**config.mk**
```make
export PLATFORM = sky130hd
export DESIGN_NAME = sorted_list_table
export DESIGN_NICKNAME = d
export VERILOG_FILES = /design/src/rtl/core/slt_pkg.sv /design/src/rtl/core/slt_mem.sv /design/src/rtl/core/slt_ctrl.sv /design/src/rtl/core/sorted_list_table.sv
export SDC_FILE = /design/constraint.sdc
export NUM_CORES = 2
export LEC_CHECK = 0
export ABC_CLOCK_PERIOD_IN_PS = 7000
export BUFFER_PORTS_ARGS = -buffer_cell sky130_fd_sc_hd__buf_2
export CORE_MARGIN = 2
export CORE_UTILIZATION = 45
export CTS_CLUSTER_DIAMETER = 150
export DETAILED_ROUTE_END_ITERATION = 6
export MAX_ROUTING_LAYER = met4
export PLACE_DENSITY = 0.72
export SYNTH_ARGS = -nofsm -noshare
export SYNTH_HDL_FRONTEND = slang
export SYNTH_HIERARCHICAL = 1
export SYNTH_SLANG_ARGS = --single-unit
```
**constraint.sdc**
```tcl
create_clock -name aclk -period 7 [get_ports aclk]
set_clock_uncertainty 0.2 [all_clocks]
set_input_delay 0.35 -clock aclk [delete_from_list [all_inputs] [get_ports aclk]]
set_output_delay 0.35 -clock aclk [all_outputs]
set_load 0.05 [all_outputs]
```
**src/rtl/core/slt_pkg.sv**
```systemverilog
// Shared operation codes, result status codes and result type for the sorted list table.
package slt_pkg;

    localparam int DATA_W = 32;
    localparam int KIND_W = 3;

    typedef logic [KIND_W-1:0] kind_t;

    localparam kind_t KIND_INSERT   = 3'd0;
    localparam kind_t KIND_DELETE   = 3'd1;
    localparam kind_t KIND_RETRIEVE = 3'd2;
    localparam kind_t KIND_REWIND   = 3'd3;
    localparam kind_t KIND_NEXT     = 3'd4;
    localparam kind_t KIND_CLEAR    = 3'd5;

    typedef enum logic [1:0] {
        STATUS_OK        = 2'd0,
        STATUS_NOT_FOUND = 2'd1,
        STATUS_FULL      = 2'd2,
        STATUS_EMPTY     = 2'd3
    } status_t;

    typedef struct packed {
        status_t             status;
        logic [DATA_W-1:0]   value;
    } res_t;

endpackage

```
**src/rtl/core/slt_mem.sv**
```systemverilog
// Simple dual-port key store: one write port, one registered read port.
module slt_mem #(
    parameter int DEPTH = 64,
    parameter int WIDTH = 32
) (
    input  logic                     aclk,
    input  logic                     we,
    input  logic [$clog2(DEPTH)-1:0] waddr,
    input  logic [WIDTH-1:0]         wdata,
    input  logic                     re,
    input  logic [$clog2(DEPTH)-1:0] raddr,
    output logic [WIDTH-1:0]         rdata
);

    logic [WIDTH-1:0] mem [DEPTH];
    logic [WIDTH-1:0] rdata_reg;

    always_ff @(posedge aclk) begin
        if (we) begin
            mem[waddr] <= wdata;
        end
    end

    always_ff @(posedge aclk) begin
        if (re) begin
            rdata_reg <= mem[raddr];
        end
    end

    assign rdata = rdata_reg;

endmodule

```
**src/rtl/core/slt_ctrl.sv**
```systemverilog
// Operation sequencer: binary search, shift passes and walk over the key store.
module slt_ctrl #(
    parameter int CAPACITY = 64,
    parameter int KEY_BITS = 32
) (
    input  logic                                aclk,
    input  logic                                aresetn,
    input  logic                                s_valid,
    output logic                                s_ready,
    input  slt_pkg::kind_t                      s_kind,
    input  logic [slt_pkg::DATA_W-1:0]          s_key,
    output logic                                res_valid,
    input  logic                                res_ready,
    output slt_pkg::res_t                       res,
    output logic [$clog2(CAPACITY+1)-1:0]       res_count,
    output logic                                mem_we,
    output logic [$clog2(CAPACITY)-1:0]         mem_waddr,
    output logic [((KEY_BITS < 32) ? KEY_BITS : 32)-1:0] mem_wdata,
    output logic                                mem_re,
    output logic [$clog2(CAPACITY)-1:0]         mem_raddr,
    input  logic [((KEY_BITS < 32) ? KEY_BITS : 32)-1:0] mem_rdata
);

    localparam int AW    = $clog2(CAPACITY);
    localparam int CNT_W = $clog2(CAPACITY + 1);
    localparam int KW    = (KEY_BITS < 32) ? KEY_BITS : 32;
    localparam logic [CNT_W-1:0] CAP_CNT = CNT_W'(CAPACITY);

    typedef enum logic [3:0] {
        S_IDLE,
        S_SRCH,
        S_CMP,
        S_INS_SHIFT,
        S_INS_PUT,
        S_DEL_SHIFT,
        S_NEXT,
        S_DONE
    } state_t;

    state_t                 state_reg;
    slt_pkg::kind_t         kind_reg;
    logic [KW-1:0]          key_reg;
    logic [CNT_W-1:0]       count_reg;
    logic [CNT_W-1:0]       walk_reg;
    logic [CNT_W-1:0]       lo_reg;
    logic [CNT_W-1:0]       hi_reg;
    logic [AW-1:0]          mid_reg;
    logic [AW-1:0]          src_reg;
    logic                   eq_reg;
    slt_pkg::status_t       status_reg;
    logic [slt_pkg::DATA_W-1:0] value_reg;

    logic [CNT_W:0]         mid_sum;
    logic [AW-1:0]          mid;
    logic [CNT_W-1:0]       cnt_m1;
    logic [CNT_W-1:0]       lo_p1;
    logic [CNT_W-1:0]       src_ext;
    logic [CNT_W-1:0]       src_p1;
    logic [CNT_W-1:0]       walk_pos;
    logic [CNT_W-1:0]       walk_pos_p1;
    logic [CNT_W-1:0]       walk_after;
    logic [slt_pkg::DATA_W-1:0] key_wide;
    logic [slt_pkg::DATA_W-1:0] rdata_wide;

    assign mid_sum     = {1'b0, lo_reg} + {1'b0, hi_reg};
    assign mid         = mid_sum[AW:1];
    assign cnt_m1      = count_reg - 1'b1;
    assign lo_p1       = lo_reg + 1'b1;
    assign src_ext     = CNT_W'(src_reg);
    assign src_p1      = src_ext + 1'b1;
    assign walk_pos    = (walk_reg >= count_reg) ? '0 : walk_reg;
    assign walk_pos_p1 = walk_pos + 1'b1;
    assign walk_after  = (walk_pos_p1 >= count_reg) ? '0 : walk_pos_p1;

    always_comb begin
        key_wide          = '0;
        key_wide[KW-1:0]  = key_reg;
        rdata_wide        = '0;
        rdata_wide[KW-1:0] = mem_rdata;
    end

    assign s_ready       = (state_reg == S_IDLE);
    assign res_valid     = (state_reg == S_DONE);
    assign res.status    = status_reg;
    assign res.value     = value_reg;
    assign res_count     = count_reg;

    // memory port steering
    always_comb begin
        mem_re    = 1'b0;
        mem_raddr = mid;
        mem_we    = 1'b0;
        mem_waddr = src_p1[AW-1:0];
        mem_wdata = mem_rdata;
        case (state_reg)
            S_IDLE: begin
                if (s_valid && s_kind == slt_pkg::KIND_NEXT && count_reg != '0) begin
                    mem_re    = 1'b1;
                    mem_raddr = walk_pos[AW-1:0];
                end
            end
            S_SRCH: begin
                if (lo_reg < hi_reg) begin
                    mem_re    = 1'b1;
                    mem_raddr = mid;
                end else if (kind_reg == slt_pkg::KIND_INSERT && lo_reg < count_reg) begin
                    mem_re    = 1'b1;
                    mem_raddr = cnt_m1[AW-1:0];
                end else if (kind_reg == slt_pkg::KIND_DELETE && eq_reg
                             && lo_p1 < count_reg) begin
                    mem_re    = 1'b1;
                    mem_raddr = lo_p1[AW-1:0];
                end
            end
            S_INS_SHIFT: begin
                mem_we    = 1'b1;
                mem_waddr = src_p1[AW-1:0];
                mem_wdata = mem_rdata;
                if (src_ext > lo_reg) begin
                    mem_re    = 1'b1;
                    mem_raddr = src_reg - 1'b1;
                end
            end
            S_INS_PUT: begin
                mem_we    = 1'b1;
                mem_waddr = lo_reg[AW-1:0];
                mem_wdata = key_reg;
            end
            S_DEL_SHIFT: begin
                mem_we    = 1'b1;
                mem_waddr = src_reg - 1'b1;
                mem_wdata = mem_rdata;
                if (src_p1 < count_reg) begin
                    mem_re    = 1'b1;
                    mem_raddr = src_p1[AW-1:0];
                end
            end
            default: begin
            end
        endcase
    end

    always_ff @(posedge aclk) begin
        if (!aresetn) begin
            state_reg <= S_IDLE;
            count_reg <= '0;
            walk_reg  <= '0;
        end else begin
            case (state_reg)
                S_IDLE: begin
                    if (s_valid) begin
                        kind_reg   <= s_kind;
                        key_reg    <= s_key[KW-1:0];
                        lo_reg     <= '0;
                        hi_reg     <= count_reg;
                        eq_reg     <= 1'b0;
                        status_reg <= slt_pkg::STATUS_OK;
                        value_reg  <= '0;
                        state_reg  <= S_DONE;
                        case (s_kind)
                            slt_pkg::KIND_INSERT: begin
                                if (count_reg == CAP_CNT) begin
                                    status_reg <= slt_pkg::STATUS_FULL;
                                end else begin
                                    state_reg <= S_SRCH;
                                end
                            end
                            slt_pkg::KIND_DELETE, slt_pkg::KIND_RETRIEVE: begin
                                state_reg <= S_SRCH;
                            end
                            slt_pkg::KIND_REWIND: begin
                                walk_reg <= '0;
                            end
                            slt_pkg::KIND_NEXT: begin
                                if (count_reg == '0) begin
                                    status_reg <= slt_pkg::STATUS_EMPTY;
                                    walk_reg   <= '0;
                                end else begin
                                    walk_reg  <= walk_after;
                                    state_reg <= S_NEXT;
                                end
                            end
                            slt_pkg::KIND_CLEAR: begin
                                count_reg <= '0;
                                walk_reg  <= '0;
                            end
                            default: begin
                            end
                        endcase
                    end
                end
                S_SRCH: begin
                    if (lo_reg < hi_reg) begin
                        mid_reg   <= mid;
                        state_reg <= S_CMP;
                    end else begin
                        // lo_reg now holds the lower bound
                        state_reg <= S_DONE;
                        case (kind_reg)
                            slt_pkg::KIND_INSERT: begin
                                if (lo_reg < count_reg) begin
                                    src_reg   <= cnt_m1[AW-1:0];
                                    state_reg <= S_INS_SHIFT;
                                end else begin
                                    state_reg <= S_INS_PUT;
                                end
                            end
                            slt_pkg::KIND_DELETE: begin
                                if (!eq_reg) begin
                                    status_reg <= slt_pkg::STATUS_NOT_FOUND;
                                end else if (lo_p1 < count_reg) begin
                                    src_reg   <= lo_p1[AW-1:0];
                                    state_reg <= S_DEL_SHIFT;
                                end else begin
                                    count_reg <= cnt_m1;
                                end
                            end
                            default: begin
                                if (eq_reg) begin
                                    value_reg <= key_wide;
                                end else begin
                                    status_reg <= slt_pkg::STATUS_NOT_FOUND;
                                end
                            end
                        endcase
                    end
                end
                S_CMP: begin
                    if (mem_rdata < key_reg) begin
                        lo_reg <= CNT_W'(mid_reg) + 1'b1;
                    end else begin
                        hi_reg <= CNT_W'(mid_reg);
                        eq_reg <= (mem_rdata == key_reg);
                    end
                    state_reg <= S_SRCH;
                end
                S_INS_SHIFT: begin
                    if (src_ext > lo_reg) begin
                        src_reg <= src_reg - 1'b1;
                    end else begin
                        state_reg <= S_INS_PUT;
                    end
                end
                S_INS_PUT: begin
                    count_reg <= count_reg + 1'b1;
                    state_reg <= S_DONE;
                end
                S_DEL_SHIFT: begin
                    if (src_p1 < count_reg) begin
                        src_reg <= src_p1[AW-1:0];
                    end else begin
                        count_reg <= cnt_m1;
                        state_reg <= S_DONE;
                    end
                end
                S_NEXT: begin
                    value_reg <= rdata_wide;
                    state_reg <= S_DONE;
                end
                S_DONE: begin
                    if (res_ready) begin
                        state_reg <= S_IDLE;
                    end
                end
                default: begin
                    state_reg <= S_IDLE;
                end
            endcase
        end
    end

    a_count_bound: assert property (@(posedge aclk) disable iff (!aresetn)
        count_reg <= CAP_CNT)
        else $error("key count above capacity");

    a_no_rw_collision: assert property (@(posedge aclk) disable iff (!aresetn)
        !(mem_we && mem_re && mem_waddr == mem_raddr))
        else $error("read and write hit the same entry");

    a_full_only_at_cap: assert property (@(posedge aclk) disable iff (!aresetn)
        (res_valid && status_reg == slt_pkg::STATUS_FULL) |-> (count_reg == CAP_CNT))
        else $error("full reported below capacity");

    // the last delete move also drops the count
    a_shift_keeps_count: assert property (@(posedge aclk) disable iff (!aresetn)
        (state_reg == S_INS_SHIFT || (state_reg == S_DEL_SHIFT && src_p1 < count_reg))
        |=> $stable(count_reg))
        else $error("count moved during a shift pass");

    a_insert_grows: assert property (@(posedge aclk) disable iff (!aresetn)
        (state_reg == S_INS_PUT) |=> (count_reg == $past(count_reg) + 1'b1))
        else $error("insert did not add one key");

endmodule

```
**src/rtl/core/sorted_list_table.sv**
```systemverilog
// Sorted key table top level: key store, operation sequencer and result register.
//
//  channel | ports                              | direction
//  --------+------------------------------------+----------
//  input   | s_valid s_ready s_kind s_key       | in
//  result  | m_valid m_ready m_status m_value   | out
//          | m_count                            |
//
// One operation at a time. Rewind, clear, refused insert and unused kinds go
// straight from idle to the result; next on a non-empty table reads one key first.
// Insert, delete and retrieve first run a binary search, each step a read and a
// compare (up to clog2(CAPACITY+1) steps on the single read port); insert then
// moves one key per cycle and writes the new key, delete moves one key per cycle.
// Reset empties the table at once; no sweep of the store is needed.
// A stalled result sits in the output register while the next beat is taken.
module sorted_list_table #(
    parameter int CAPACITY = 64,
    parameter int KEY_BITS = 32
) (
    input  logic                                aclk,
    input  logic                                aresetn,
    input  logic                                s_valid,
    output logic                                s_ready,
    input  logic [slt_pkg::KIND_W-1:0]          s_kind,
    input  logic [slt_pkg::DATA_W-1:0]          s_key,
    output logic                                m_valid,
    input  logic                                m_ready,
    output logic [1:0]                          m_status,
    output logic [slt_pkg::DATA_W-1:0]          m_value,
    output logic [$clog2(CAPACITY+1)-1:0]       m_count
);

    localparam int AW    = $clog2(CAPACITY);
    localparam int CNT_W = $clog2(CAPACITY + 1);
    localparam int KW    = (KEY_BITS < 32) ? KEY_BITS : 32;

    logic                res_valid;
    logic                res_ready;
    slt_pkg::res_t       res;
    logic [CNT_W-1:0]    res_count;

    logic                mem_we;
    logic [AW-1:0]       mem_waddr;
    logic [KW-1:0]       mem_wdata;
    logic                mem_re;
    logic [AW-1:0]       mem_raddr;
    logic [KW-1:0]       mem_rdata;

    logic                m_valid_reg;
    slt_pkg::res_t       res_reg;
    logic [CNT_W-1:0]    count_reg;

    slt_ctrl #(
        .CAPACITY (CAPACITY),
        .KEY_BITS (KEY_BITS)
    ) u_ctrl (
        .aclk      (aclk),
        .aresetn   (aresetn),
        .s_valid   (s_valid),
        .s_ready   (s_ready),
        .s_kind    (s_kind),
        .s_key     (s_key),
        .res_valid (res_valid),
        .res_ready (res_ready),
        .res       (res),
        .res_count (res_count),
        .mem_we    (mem_we),
        .mem_waddr (mem_waddr),
        .mem_wdata (mem_wdata),
        .mem_re    (mem_re),
        .mem_raddr (mem_raddr),
        .mem_rdata (mem_rdata)
    );

    slt_mem #(
        .DEPTH (CAPACITY),
        .WIDTH (KW)
    ) u_mem (
        .aclk  (aclk),
        .we    (mem_we),
        .waddr (mem_waddr),
        .wdata (mem_wdata),
        .re    (mem_re),
        .raddr (mem_raddr),
        .rdata (mem_rdata)
    );

    // load a new result when the register is empty or being drained
    assign res_ready = !m_valid_reg || m_ready;

    always_ff @(posedge aclk) begin
        if (!aresetn) begin
            m_valid_reg <= 1'b0;
        end else if (res_ready) begin
            m_valid_reg <= res_valid;
        end
    end

    always_ff @(posedge aclk) begin
        if (res_ready && res_valid) begin
            res_reg   <= res;
            count_reg <= res_count;
        end
    end

    assign m_valid  = m_valid_reg;
    assign m_status = res_reg.status;
    assign m_value  = res_reg.value;
    assign m_count  = count_reg;

endmodule
```
==> impl_metrics.py <==
metrics = {
    "global_route": {
        "grt_util_all_layers_pct": 24.79,
        "grt_remaining_overflow": 0,
        "initial_antenna_violation_count": 14,
        "first_pass_grt_wire_length_um": 342200,
        "via_count_of_the_first_global_routing_pass": 46620,
        "grt_max_degree": 83,
    },
    "synth": {
        "synth-seq-area-share_pct": 75.47,
        "yosys_warnings": 6,
        "syn_area_per_cell_um2": 19.94,
        "synth_largest_type_area_fraction_pct": 75.06,
        "yosys-top-cells-area": "sky130_fd_sc_hd__edfxtp_1 75%, sky130_fd_sc_hd__mux4_2 11%, sky130_fd_sc_hd__mux2i_1 2.2%, sky130_fd_sc_hd__ha_1 1.2%, sky130_fd_sc_hd__a22oi_1 1.1%",
        "synth_top_area_cell": "sky130_fd_sc_hd__edfxtp_1",
        "synth_cells": 4449,
        "synth_enable_flop_cells": 2217,
        "synth_fp_nets": 4577,
        "ys_async_sr_fraction_pct": 0,
        "dominantRegCellSynth": "sky130_fd_sc_hd__edfxtp_1",
        "synth-seq-cells": 2235,
        "mappedNetlistArea_um2": 88690,
        "synth_cell_type_count": 82,
    },
    "timing": {
        "finalCriticalPeriod_ps": 6628,
        "fmax_ghz": 0.1509,
        "setup-tns-final_ps": 0,
        "fin_crit_sh_pct": 94.69,
        "timing.slew.headroom_pct": -4.251,
        "slew_viol_final": 3,
        "worst_slew_pin_slew_ps": 1547,
        "setup_repair_after_global_routing_missed_its_margin": "false",
        "hold_viol_final": 0,
        "setup_violations": 0,
    },
    "drt": {
        "post_drt_via_cell_ratio": 6.264,
        "ant_nets": 0,
        "dr.pass1.iters": 7,
        "detailroute.via_count": 47750,
        "detailed_route_iter0_violations": 7967,
        "wl_um": 241600,
        "route.detailed.drc": 0,
        "route.detailed.wl_per_inst_um": 31.69,
    },
    "floorplan": {
        "design.core.area_um2": 195400,
        "die_height_um": 448.0,
        "row_count": 162,
        "design.die.area_um2": 200700,
        "design.portCount": 82,
        "fp.dieW_um": 448.0,
        "start_util_pct": 45.39,
    },
    "clock_network": {
        "clock_sink_count": 2235,
        "cts_buffers": 214,
        "path_clk_slew_ps": 60,
        "cts_root_buf": "sky130_fd_sc_hd__clkbuf_16",
        "cts_h_tree_lvls": 4,
        "clock_latency_ps": 870,
        "cts-root-to-sink-buffers": 3,
        "tritoncts_clock_tree": "built",
    },
    "critical_path": {
        "cp.arrival_ps": 7070,
        "path_class": "reg -> reg",
        "crit_path_cell_trace": "ha_1, nand3_1, xnor2_1, inv_1, ha_1, a211oi_1, nor2_1, a211oi_2, and3_1, o21ai_4, a2111oi_0, a211o_4, nor2b_4, buf_12, buf_4, a22oi_1, nand3_1, nand2_1, a21oi_1",
        "critical_path.max_fanout": 21,
        "critPathTopFamily": "compound AO/OA/AOI/OAI gates",
        "slowest_delay_ps": 630,
        "worstPathRequired_ps": 7440,
        "critical_path.endpoint_type": "flip-flop",
        "crit_slowest_cell": "sky130_fd_sc_hd__a2111oi_0",
        "setup.worst_path.start_class": "flip-flop",
        "path_buf_inv": 3,
    },
    "placement": {
        "detailed_place_hpwl_um": 144200,
        "numPortBuffers": 81,
        "place.gp.congestion": 0.8800,
    },
    "layout": {
        "regArea_um2": 66930,
        "final_net_count": 4940,
        "synthToLayoutAreaGrowth_pct": 14.49,
        "num-fill-cells": 14820,
        "post_route_cells_drive_above_1_share_pct": 23.99,
        "max_ffs_per_register": 2048,
        "multi_input_area_um2": 21020,
        "registers.top_by_ff_count": "u_mem/mem",
    },
    "status": {
        "violations": "capacitance limit, slew limit",
        "status": "finished with violations",
    },
    "hold_path": {
        "worst_hold_path_type": "in -> reg",
    },
    "flow_run": {
        "timing.max_cap.violations": 1,
    },
}
## path summary, 6_finish.rpt
| kind | from | end | slack [ps] | cells after the start |
|---|---|---|---|---|
| setup reg to reg | u_ctrl/lo_reg[0] | u_mem/rdata[17] | 370 | 19 |
| setup / recovery | u_ctrl/lo_reg[0] | u_mem/rdata[17] | 370 | 19 |
| hold / removal | s_key[28] | u_ctrl/key_reg[28] | 60 | 2 |
| hold reg to reg | u_ctrl/value_reg[30] | m_value[30] | 200 | 0 |
## cell usage after synthesis, drive strengths merged (4+ instances only)
cell,number
inv,71
nor4,6
ha,88
clkbuf,106
nor2b,20
nand2b,14
o211ai,17
a2111oi,4
o22ai,46
nand4,18
mux2i,196
nand3b,7
o22a,13
o21ai,130
edfxtp,2217
a31oi,25
nand2,162
a311o,12
nand3,76
a211oi,30
a21oi,74
and3,21
or3,6
a21boi,5
o31ai,5
a211o,12
xor2,17
a311oi,5
o221ai,23
nor2,150
and2,15
buf,132
xnor2,14
o21a,4
a221oi,9
or2,8
a22o,13
dfxtp,18
nor3,25
mux4,446
mux2,6
and4,6
a22oi,129
a21o,13
## metal layers
metal / routed length, µm / global-route usage (%)
met1: 89180 / 33.45
met4: 9032 / 8.327
met5: 0 / -
met2: 112100 / 37.30
met3: 31290 / 5.870
## cell type report
type	instances	share of cell area, %
Clock inverter	133	1.151
Sequential cell	2235	65.92
Antenna cell	10	0.02464
Tap cell	2624	3.233
Multi-Input combinational cell	1904	20.70
Clock buffer	260	5.536
Timing Repair Buffer	385	3.172
Inverter	72	0.2661
## worst register-to-register path, stage by stage, from the launching register on
cell and delay, ps:
sky130_fd_sc_hd__edfxtp_1 590, sky130_fd_sc_hd__ha_1 250, sky130_fd_sc_hd__nand3_1 120, sky130_fd_sc_hd__xnor2_1 340, sky130_fd_sc_hd__inv_1 90, sky130_fd_sc_hd__ha_1 320
sky130_fd_sc_hd__a211oi_1 210, sky130_fd_sc_hd__nor2_1 90, sky130_fd_sc_hd__a211oi_2 260, sky130_fd_sc_hd__and3_1 370, sky130_fd_sc_hd__o21ai_4 130, sky130_fd_sc_hd__a2111oi_0 630
sky130_fd_sc_hd__a211o_4 490, sky130_fd_sc_hd__nor2b_4 670, sky130_fd_sc_hd__buf_12 300, sky130_fd_sc_hd__buf_4 300, sky130_fd_sc_hd__a22oi_1 130, sky130_fd_sc_hd__nand3_1 230
sky130_fd_sc_hd__nand2_1 390, sky130_fd_sc_hd__a21oi_1 320
## repair_timing
action	4_1_cts	5_1_grt
gates resized for setup	0	1
hold buffers	68	0
setup endpoints to repair	0	5
hold endpoints to repair	55	0
buffers inserted	0	3
## per-stage QoR
stage | util [%] | hold WS (ps) | worst slack [ps] | std cells | instance area (µm²)
final | 51.97 | 62.13 | 371.7 | 7623 | 101500
after global routing | 51.96 | 43.85 | 80.11 | 7619 | 101500
after CTS | 51.93 | 1.306 | 304.7 | 7611 | 101500
after detailed placement | 48.11 | 204.5 | 355.6 | 7150 | 94010
after global placement | 48.11 | 204.1 | 421.8 | 7150 | 94010
after floorplan | - | 200.3 | 2140 | 4449 | 88690
## cells by family (layout without fill, tap and decap cells)
logic type	count (synthesis)	after routing	synth area share [%]
compound gates	588	588	4.513
xor+xnor	31	31	0.3061
fa+ha+maj	90	90	1.275
buf+inv	310	850	1.907
flops	2235	2235	75.47
mux	648	648	13.61
other cells	0	10	0
simple gates	547	547	2.917
## placed cells by master, fill, tap and decap left out, types with 20 or more instances in the layout
| cell type | count |
|---|---|
| sky130_fd_sc_hd__inv_1 | 71 |
| sky130_fd_sc_hd__dlygate4sd3_1 | 68 |
| sky130_fd_sc_hd__buf_12 | 29 |
| sky130_fd_sc_hd__mux4_2 | 446 |
| sky130_fd_sc_hd__edfxtp_1 | 2217 |
| sky130_fd_sc_hd__clkbuf_1 | 40 |
| sky130_fd_sc_hd__clkinv_1 | 58 |
| sky130_fd_sc_hd__nor3_1 | 23 |
| sky130_fd_sc_hd__o21ai_4 | 33 |
| sky130_fd_sc_hd__clkbuf_16 | 217 |
| sky130_fd_sc_hd__and3_1 | 20 |
| sky130_fd_sc_hd__ha_1 | 88 |
| sky130_fd_sc_hd__a31oi_1 | 25 |
| sky130_fd_sc_hd__a211oi_1 | 29 |
| sky130_fd_sc_hd__nor2_1 | 84 |
| sky130_fd_sc_hd__o22ai_1 | 46 |
| sky130_fd_sc_hd__buf_2 | 81 |
| sky130_fd_sc_hd__buf_4 | 207 |
| sky130_fd_sc_hd__nor2_4 | 65 |
| sky130_fd_sc_hd__nand3_1 | 75 |
| sky130_fd_sc_hd__a21oi_1 | 74 |
| sky130_fd_sc_hd__a22oi_1 | 129 |
| sky130_fd_sc_hd__nand2_1 | 162 |
| sky130_fd_sc_hd__o21ai_0 | 94 |
| sky130_fd_sc_hd__clkinv_2 | 42 |
| sky130_fd_sc_hd__o221ai_1 | 20 |
| sky130_fd_sc_hd__mux2i_1 | 196 |
Power is left out: the tool's default activity adds up to more than one toggle a clock period on the data nets, which glitch-free logic cannot reach.
